`src/jsu_pkg.sv`:
```
// Shared types, character codes and helpers for the JSON string unescaper.
package jsu_pkg;

  // Decoder phase
  typedef enum logic [2:0] {
    PH_SEEK    = 3'd0,
    PH_STRING  = 3'd1,
    PH_ESCAPE  = 3'd2,
    PH_HEX     = 3'd3,
    PH_DISCARD = 3'd4
  } phase_t;

  // Completion status
  typedef enum logic [1:0] {
    ST_OK     = 2'd0,
    ST_SYNTAX = 2'd1,
    ST_UNSUPP = 2'd2
  } status_t;

  // One accepted input byte
  typedef struct packed {
    logic [7:0] data_byte;
    logic       last_byte;
  } in_item_t;

  // One result transaction from the decoder
  typedef struct packed {
    logic       valid;
    logic [7:0] out_byte;
    logic       byte_valid;
    logic       done_res;
    status_t    status;
  } res_t;

  // Character codes
  localparam logic [7:0] CH_QUOTE  = 8'h22;
  localparam logic [7:0] CH_BSLASH = 8'h5C;
  localparam logic [7:0] CH_SLASH  = 8'h2F;
  localparam logic [7:0] CH_SPACE  = 8'h20;
  localparam logic [7:0] CH_TAB    = 8'h09;
  localparam logic [7:0] CH_LF     = 8'h0A;
  localparam logic [7:0] CH_CR     = 8'h0D;
  localparam logic [7:0] CH_FF     = 8'h0C;
  localparam logic [7:0] CH_BS     = 8'h08;
  localparam logic [7:0] CH_ZERO   = 8'h30;
  localparam logic [7:0] CH_LOW_B  = 8'h62;
  localparam logic [7:0] CH_LOW_F  = 8'h66;
  localparam logic [7:0] CH_LOW_N  = 8'h6E;
  localparam logic [7:0] CH_LOW_R  = 8'h72;
  localparam logic [7:0] CH_LOW_T  = 8'h74;
  localparam logic [7:0] CH_LOW_U  = 8'h75;

  // Decode one hex digit: {bad, nibble}; nibble is zero when bad
  function automatic logic [4:0] hex_decode(input logic [7:0] c);
    logic [4:0] r;
    r = 5'b1_0000;
    if (c >= 8'h30 && c <= 8'h39) begin
      r = {1'b0, 4'(c - 8'h30)};
    end else if (c >= 8'h61 && c <= 8'h66) begin
      r = {1'b0, 4'(c - 8'h57)};
    end else if (c >= 8'h41 && c <= 8'h46) begin
      r = {1'b0, 4'(c - 8'h37)};
    end
    return r;
  endfunction

endpackage

```
`src/jsu_in_stage.sv`:
```
// Input register stage: captures one byte transaction per cycle while it is empty or its held byte moves on.
module jsu_in_stage (
  input  logic              clk,
  input  logic              rst_n,
  input  logic              in_valid,
  output logic              in_ready,
  input  jsu_pkg::in_item_t in_item,
  input  logic              advance,
  output logic              stage_valid,
  output jsu_pkg::in_item_t stage_item
);
  import jsu_pkg::*;

  logic     valid_r;
  in_item_t item_r;

  // Accept when empty or when the held byte moves on this cycle
  assign in_ready    = !valid_r || advance;
  assign stage_valid = valid_r;
  assign stage_item  = item_r;

  // Hold the valid flag
  always_ff @(posedge clk) begin
    if (!rst_n) begin
      valid_r <= 1'b0;
    end else if (in_ready) begin
      valid_r <= in_valid;
    end
  end

  // Load payload on acceptance
  always_ff @(posedge clk) begin
    if (in_valid && in_ready) begin
      item_r <= in_item;
    end
  end

endmodule

```
`src/jsu_decode.sv`:
```
// Per-byte string decoder state machine.
module jsu_decode (
  input  logic              clk,
  input  logic              rst_n,
  input  logic              step_en,
  input  jsu_pkg::in_item_t item,
  output jsu_pkg::res_t     res
);
  import jsu_pkg::*;

  phase_t     phase_r, phase_nxt;
  logic [1:0] hex_pos_r, hex_pos_nxt;
  logic [3:0] high_nib_r, high_nib_nxt;
  logic       pnz_r, pnz_nxt;
  logic       hdb_r, hdb_nxt;

  logic [7:0] c;
  logic       last;
  logic [4:0] hex;
  logic       is_ws;

  assign c     = item.data_byte;
  assign last  = item.last_byte;
  assign hex   = hex_decode(c);
  assign is_ws = (c == CH_SPACE) || (c == CH_TAB) || (c == CH_LF) || (c == CH_CR);

  // State registers, advanced once per consumed byte
  always_ff @(posedge clk) begin
    if (!rst_n) begin
      phase_r    <= PH_SEEK;
      hex_pos_r  <= 2'd0;
      high_nib_r <= 4'd0;
      pnz_r      <= 1'b0;
      hdb_r      <= 1'b0;
    end else if (step_en) begin
      phase_r    <= phase_nxt;
      hex_pos_r  <= hex_pos_nxt;
      high_nib_r <= high_nib_nxt;
      pnz_r      <= pnz_nxt;
      hdb_r      <= hdb_nxt;
    end
  end

  // Next state and result
  always_comb begin
    phase_nxt    = phase_r;
    hex_pos_nxt  = hex_pos_r;
    high_nib_nxt = high_nib_r;
    pnz_nxt      = pnz_r;
    hdb_nxt      = hdb_r;
    res          = '0;
    res.status   = ST_OK;

    case (phase_r)
      PH_STRING: begin
        if (c == CH_QUOTE) begin
          res.valid  = 1'b1;
          res.done_res = 1'b1;
          res.status = ST_OK;
          phase_nxt  = PH_SEEK;
        end else if (last) begin
          res.valid  = 1'b1;
          res.done_res = 1'b1;
          res.status = ST_SYNTAX;
          phase_nxt  = PH_SEEK;
        end else if (c == CH_BSLASH) begin
          phase_nxt = PH_ESCAPE;
        end else begin
          res.valid      = 1'b1;
          res.out_byte   = c;
          res.byte_valid = 1'b1;
        end
      end

      PH_ESCAPE: begin
        if (last) begin
          res.valid    = 1'b1;
          res.done_res = 1'b1;
          res.status   = ST_SYNTAX;
          phase_nxt    = PH_SEEK;
        end else begin
          phase_nxt      = PH_STRING;
          res.valid      = 1'b1;
          res.byte_valid = 1'b1;
          case (c)
            CH_QUOTE:  res.out_byte = CH_QUOTE;
            CH_BSLASH: res.out_byte = CH_BSLASH;
            CH_SLASH:  res.out_byte = CH_SLASH;
            CH_LOW_B:  res.out_byte = CH_BS;
            CH_LOW_F:  res.out_byte = CH_FF;
            CH_LOW_N:  res.out_byte = CH_LF;
            CH_LOW_R:  res.out_byte = CH_CR;
            CH_LOW_T:  res.out_byte = CH_TAB;
            CH_LOW_U: begin
              res.valid      = 1'b0;
              res.byte_valid = 1'b0;
              phase_nxt      = PH_HEX;
              hex_pos_nxt    = 2'd0;
              high_nib_nxt   = 4'd0;
              pnz_nxt        = 1'b0;
              hdb_nxt        = 1'b0;
            end
            default: begin
              // Unknown escape letter
              res.byte_valid = 1'b0;
              res.done_res   = 1'b1;
              res.status     = ST_SYNTAX;
              phase_nxt      = PH_DISCARD;
            end
          endcase
        end
      end

      PH_HEX: begin
        if (last) begin
          res.valid    = 1'b1;
          res.done_res = 1'b1;
          res.status   = ST_SYNTAX;
          phase_nxt    = PH_SEEK;
        end else if (!hex_pos_r[1]) begin
          // Prefix digits must both be '0'
          if (c != CH_ZERO) begin
            pnz_nxt = 1'b1;
          end
          hex_pos_nxt = hex_pos_r + 2'd1;
        end else if (!hex_pos_r[0]) begin
          hdb_nxt      = hex[4];
          high_nib_nxt = hex[3:0];
          hex_pos_nxt  = 2'd3;
        end else begin
          hex_pos_nxt = 2'd0;
          res.valid   = 1'b1;
          if (pnz_r) begin
            res.done_res = 1'b1;
            res.status   = ST_UNSUPP;
            phase_nxt    = PH_DISCARD;
          end else if (hdb_r || hex[4]) begin
            res.done_res = 1'b1;
            res.status   = ST_SYNTAX;
            phase_nxt    = PH_DISCARD;
          end else begin
            res.out_byte   = {high_nib_r, hex[3:0]};
            res.byte_valid = 1'b1;
            phase_nxt      = PH_STRING;
          end
        end
      end

      PH_DISCARD: begin
        // Drop input through the last byte
        if (last) begin
          phase_nxt = PH_SEEK;
        end
      end

      default: begin
        phase_nxt = PH_SEEK;
        if (is_ws) begin
          if (last) begin
            res.valid    = 1'b1;
            res.done_res = 1'b1;
            res.status   = ST_SYNTAX;
          end
        end else if (c == CH_QUOTE) begin
          if (last) begin
            res.valid    = 1'b1;
            res.done_res = 1'b1;
            res.status   = ST_SYNTAX;
          end else begin
            phase_nxt = PH_STRING;
          end
        end else begin
          res.valid    = 1'b1;
          res.done_res = 1'b1;
          res.status   = ST_SYNTAX;
          phase_nxt    = last ? PH_SEEK : PH_DISCARD;
        end
      end
    endcase
  end

  // An error on a non-final byte must enter discard
  a_err_discard: assert property (@(posedge clk) disable iff (!rst_n)
    step_en && res.valid && res.done_res && (res.status != ST_OK) && !last
    |=> phase_r == PH_DISCARD)
    else $error("error without discard");

  // A final byte always returns the decoder to seeking
  a_last_seek: assert property (@(posedge clk) disable iff (!rst_n)
    step_en && last |=> phase_r == PH_SEEK)
    else $error("last byte did not return to seek");

  // A decoded byte never carries a done mark or status
  a_byte_clean: assert property (@(posedge clk) disable iff (!rst_n)
    res.byte_valid |-> res.valid && !res.done_res && (res.status == ST_OK))
    else $error("byte result with done or status");

  // Leaving the hex phase resets the digit position
  a_hex_pos: assert property (@(posedge clk) disable iff (!rst_n)
    step_en && (phase_r == PH_HEX) && !last && (hex_pos_r == 2'd3)
    |=> hex_pos_r == 2'd0)
    else $error("hex position not cleared");

endmodule

```
`src/json_string_unescaper_unit.sv`:
```
// Top level of the JSON string unescaper: input stage, decoder, result register.
//
//  Channel | Ports                                              | Direction
//  --------+----------------------------------------------------+----------
//  in      | in_valid, in_ready, in_data_byte, in_last_byte     | input
//  out     | out_valid, out_ready, out_byte, out_byte_valid,    | output
//          | out_done_res, out_status                           |
//
// One byte per clock sustained while out_ready is held high; a byte's result passes
// through the input register, then the result register, before it is presented.
// Bytes that produce no result (whitespace, opening quote, escape prefix,
// hex digits before the last, discarded input) leave the result register alone.
// Reset (synchronous, rst_n low) empties both registers and returns to seeking.
// A stalled result holds the decoder; the input register still takes one byte.
module json_string_unescaper_unit (
  input  logic       clk,
  input  logic       rst_n,
  input  logic       in_valid,
  output logic       in_ready,
  input  logic [7:0] in_data_byte,
  input  logic       in_last_byte,
  output logic       out_valid,
  input  logic       out_ready,
  output logic [7:0] out_byte,
  output logic       out_byte_valid,
  output logic       out_done_res,
  output logic [1:0] out_status
);
  import jsu_pkg::*;

  in_item_t in_item;
  in_item_t stage_item;
  logic     stage_valid;
  logic     advance;
  logic     step_en;
  res_t     res;

  logic       out_valid_r;
  logic [7:0] out_byte_r;
  logic       out_byte_valid_r;
  logic       out_done_res_r;
  status_t    out_status_r;

  assign in_item.data_byte = in_data_byte;
  assign in_item.last_byte = in_last_byte;

  // Move the held byte on whenever the result register can take a result
  assign advance = !out_valid_r || out_ready;
  assign step_en = stage_valid && advance;

  jsu_in_stage u_in_stage (
    .clk         (clk),
    .rst_n       (rst_n),
    .in_valid    (in_valid),
    .in_ready    (in_ready),
    .in_item     (in_item),
    .advance     (advance),
    .stage_valid (stage_valid),
    .stage_item  (stage_item)
  );

  jsu_decode u_decode (
    .clk     (clk),
    .rst_n   (rst_n),
    .step_en (step_en),
    .item    (stage_item),
    .res     (res)
  );

  // Result valid flag
  always_ff @(posedge clk) begin
    if (!rst_n) begin
      out_valid_r <= 1'b0;
    end else if (advance) begin
      out_valid_r <= step_en && res.valid;
    end
  end

  // Result payload
  always_ff @(posedge clk) begin
    if (step_en && res.valid) begin
      out_byte_r       <= res.out_byte;
      out_byte_valid_r <= res.byte_valid;
      out_done_res_r   <= res.done_res;
      out_status_r     <= res.status;
    end
  end

  assign out_valid      = out_valid_r;
  assign out_byte       = out_byte_r;
  assign out_byte_valid = out_byte_valid_r;
  assign out_done_res   = out_done_res_r;
  assign out_status     = out_status_r;

  // A pending result is a byte or a done mark, never both or neither
  a_out_kind: assert property (@(posedge clk) disable iff (!rst_n)
    out_valid_r |-> (out_byte_valid_r ^ out_done_res_r))
    else $error("result is neither byte nor done");

  // The decoder never advances while a result is stalled
  a_no_step_stall: assert property (@(posedge clk) disable iff (!rst_n)
    out_valid_r && !out_ready |-> !step_en)
    else $error("decoder stepped into a full result register");

endmodule
```
`config.mk`:
```
export PLATFORM = sky130hd
export DESIGN_NAME = json_string_unescaper_unit
export DESIGN_NICKNAME = d
export VERILOG_FILES = /design/src/jsu_pkg.sv /design/src/jsu_in_stage.sv /design/src/jsu_decode.sv /design/src/json_string_unescaper_unit.sv
export SDC_FILE = /design/constraint.sdc
export NUM_CORES = 1
export LEC_CHECK = 0
export ABC_AREA = 1
export BUFFER_PORTS_ARGS = -buffer_cell sky130_fd_sc_hd__buf_2
export CAP_MARGIN = 40
export CELL_PAD_IN_SITES_DETAIL_PLACEMENT = 1
export CELL_PAD_IN_SITES_GLOBAL_PLACEMENT = 1
export CORE_MARGIN = 4
export CORE_UTILIZATION = 39
export CTS_CLUSTER_DIAMETER = 60
export DETAILED_ROUTE_END_ITERATION = 10
export PLACE_DENSITY_LB_ADDON = 0.1
export SETUP_SLACK_MARGIN = 0.1
export SYNTH_ARGS = -nofsm -noshare
export SYNTH_HDL_FRONTEND = slang
export SYNTH_SLANG_ARGS = --single-unit
```
`constraint.sdc`:
```
create_clock -name clk -period 2.1 [get_ports clk]
set_input_delay 0.63 -clock clk [delete_from_list [all_inputs] [get_ports clk]]
set_output_delay 0.63 -clock clk [all_outputs]
set_load 0.03 [all_outputs]
```
==> results by group <==
Final layout
  – Nets: 358
  – Share of cells above drive strength 1: 0.355
  – Finished Layout Cells: 410
  – Synth-to-Final Area Change: 26.6%
  – N_diodes: 0

Setup path
  – Crit path DAT: 1.98 ns
  – R2r startpoint: u_in_stage.stage_item[2]$_DFFE_PP_
  – Reg2reg setup slack: 0.14 ns
  – Crit Path Category: reg -> reg
  – Top delay family on crit path: simple AND/OR/NAND/NOR gates
  – Worst-path cell chain: buf_4 > ha_1 > nand2_2 > nor2_1 > inv_1 > nand3_1 > nor2_1 > nand2_2 > nand3_1 > o211ai_1
  – RR Endpoint: out_byte[0]$_DFFE_PP_
  – Worst Reg-to-Reg Cells: 10
  – CP endpoint kind: flip-flop
  – Startpoint Class: flip-flop
  – Max stage delay on crit path: 0.46 ns
  – Worst path slowest cell: edfxtp_1
  – Required @ worst endpoint: 2.12 ns
  – WP buf/inv: 2
  – Maximum fanout along the worst path: 4

Die
  – Die extent in x: 83.6 um
  – Rows: 27
  – Ports: 27
  – Core Region: 0.00554 mm2
  – Die Y: 83.6 um
  – Starting Density: 0.403
  – Die area: 0.00699 mm2

Placed design
  – Placed instance count: 387
  – IO buf count: 26
  – HPWL after DPL: 5230 um
  – Routability Congestion: 0.858
  – Pre-CTS setup slack: -0.0812 ns

Clock tree
  – CTS Root Cell: clkbuf_8
  – Worst-path clk slew: 0.07 ns
  – H-Tree Depth: 2
  – Maximum clock path buffer count: 2
  – Clk sink count: 34
  – CTS tree: built
  – CTS Buf Count: 5
  – Skew-Pair Late Insertion Delay: 0.30 ns
  – Hold-fix buffers, CTS: 0

Power and ir drop
  – Power, Total: 0.00144 W
  – Part of the power in combinational logic: 0.146
  – Sw power: 0.000405 W
  – Switching fraction of total power: 0.280
  – Worst IR drop on VDD: 315 uV
  – Internal: 0.00104 W
  – Clock power frac: 0.329
  – Lkg Pwr: 1.19 nW
  – Cell Pwr Density: 511 mW/mm2
  – Sequential share of power: 0.525

Detailed routing
  – WL final: 6680 um
  – Pre-Repair DR Iteration Count: 4
  – DR vias/cell: 5.23
  – Vias: 2,144
  – WL/cell: 16.3 um
  – DRT iter0 DRCs: 80
  – Antenna-violating nets left: 0
  – DRC: 0

Yosys
  – Yosys top cell area share: 0.283
  – Post-synth top area cell: edfxtp_1
  – Synth cell types: 32
  – Number of synthesized register bits: 34
  – Yosys Warn Count: 0
  – Synth Instances: 281
  – Syn_nets: 302
  – Largest cells by area after synthesis: edfxtp_1 (28%), dfxtp_1 (12%), nand2_1 (8.7%), nand3_1 (7.0%), inv_1 (5.7%)
  – Post-Synthesis Cell Area: 0.00223 mm2
  – Sequential share of the synthesized area: 0.399
  – Syn_area_per_cell: 7.94 um2

GRT
  – Number of global-route vias before repair: 2,169
  – Initial antenna violation count: 0
  – GR Util All Layers: 0.194
  – Grt ovf: 0
  – Global-route wire length before repair: 10,800 um
  – Largest net degree at the start of global routing: 13

Timing
  – Hold Vio Cnt, Final: 0
  – Final Cycle Share: 0.932
  – Max transition margin: 0.630
  – Tightest Pin Transition: 0.555 ns
  – Final WS setup: 0.144 ns
  – Achievable Freq: 511 MHz
  – Final setup viols: 0
  – RSZ-0062 raised after global routing: yes
  – Worst clock skew: 0.0132 ns
  – Crit path time final: 1.96 ns
  – Final Max Tran Viols: 0

Hold path
  – Hold Path Sink: u_decode.high_nib_r[1]$_SDFFE_PN0P_
  – Worst hold stages: 2
  – Hold Crit Start: u_decode.high_nib_r[1]$_SDFFE_PN0P_
  – Min-delay worst type: reg -> reg

Outcome
  – Status: completed

Flow run
  – Total of max-cap violations: 0
cells by family after synthesis:
kind of cell,Yosys count,synth area share
AO/OA/AOI/OAI,43,0.131
adder cells (fa/ha/maj),8,0.0449
buffers and inverters,45,0.0796
flip-flops,34,0.399
AND/OR/NAND/NOR,151,0.345
through the flow:
step,area (um2),TNS (ns),hold WS [ns],util
2_1_floorplan,2230,0,0.429,-
3_3_place_gp,2530,-0.0490,0.454,0.456
3_5_place_dp,2530,-0.970,0.470,0.456
4_1_cts,2630,0,0.480,0.474
5_1_grt,2820,0,0.499,0.510
6_report,2820,0,0.487,0.510
power groups by stage:
stage                     Combinational (W)  Clock, W  Sequential (W)
after floorplan                   0.0000967         0        0.000786
after global placement             0.000174         0        0.000774
final                              0.000211  0.000475        0.000758
after CTS                          0.000182  0.000484        0.000759
after detailed placement           0.000176         0        0.000775
after global routing               0.000231  0.000520        0.000762
synth_stat cells (all sizes together):
library cell	number
a21oi	15
o21ai	11
nor2	39
dfxtp	13
clkbuf	1
a31oi	3
ha	8
clkinv	1
nand2	62
edfxtp	21
nand3b	1
nand4	8
o2111ai	1
inv	42
buf	1
o211ai	9
a211oi	4
nand3	35
nor3	6
tightest hold or removal path: cells and delay by family (launching register included):
family	cells	cell delay [ns]
simple gates	1	0.06
flops	1	0.32
compound gates	1	0.05
cell type report:
class	count	area (um2)
fill	717	2720
multi-input combinational	202	1260
sequential	34	891
timing repair buffer	51	330
inverter	43	166
tap	72	90.1
clock buffer	6	72.6
clock inverter	2	8.76
layer usage:
metal / track usage / routed length, um
met1: 0.256 / 3100
met2: 0.310 / 3120
met3: 0.0415 / 273
met4: 0.0731 / 192
met5: 0 / 0
registers in the layout, indices dropped and copies added (netlist names):
| signal | cells |
|---|---|
| u_in_stage.stage_item | 9 |
| out_byte | 8 |
| u_decode.high_nib_r | 4 |
| u_decode.phase_r | 3 |
| out_status | 2 |
| u_decode.hex_pos_r | 2 |
| out_byte_valid | 1 |
| out_done_res | 1 |
| out_valid | 1 |
| u_decode.hdb_r | 1 |
| u_decode.pnz_r | 1 |
| u_in_stage.stage_valid | 1 |
repair_timing:
action,in CTS,in global routing
resized for setup,3,30
setup buffers,2,13
pin swaps,1,6
setup endpoints to repair,20,29
cell usage in the layout (no fill, tap or decap), drive strengths merged:
master,instances
nor3,6
a31oi,3
o21ai,11
clkbuf,6
nor2,39
nand4,8
edfxtp,21
buf,51
a21oi,15
o211ai,9
clkinv,3
nand2,62
nand3b,1
inv,42
dfxtp,13
a211oi,4
o2111ai,1
nand3,35
ha,8
worst max path at each step:
stage	startpoint	endpoint	slack, ns	cells after the start
after floorplan	u_in_stage.stage_item[1]$_DFFE_PP_	out_byte[0]$_DFFE_PP_	0.13	10
after CTS	u_in_stage.stage_item[1]$_DFFE_PP_	out_byte[3]$_DFFE_PP_	0.10	12
final	u_in_stage.stage_item[2]$_DFFE_PP_	out_byte[0]$_DFFE_PP_	0.14	10
after global placement	u_in_stage.stage_item[2]$_DFFE_PP_	out_byte[3]$_DFFE_PP_	-0.004	12
after detailed placement	u_in_stage.stage_item[2]$_DFFE_PP_	out_byte[3]$_DFFE_PP_	-0.08	12
after global routing	u_in_stage.stage_item[2]$_DFFE_PP_	out_byte[2]$_DFFE_PP_	0.01	12
Power figures use the tool's default switching activity.
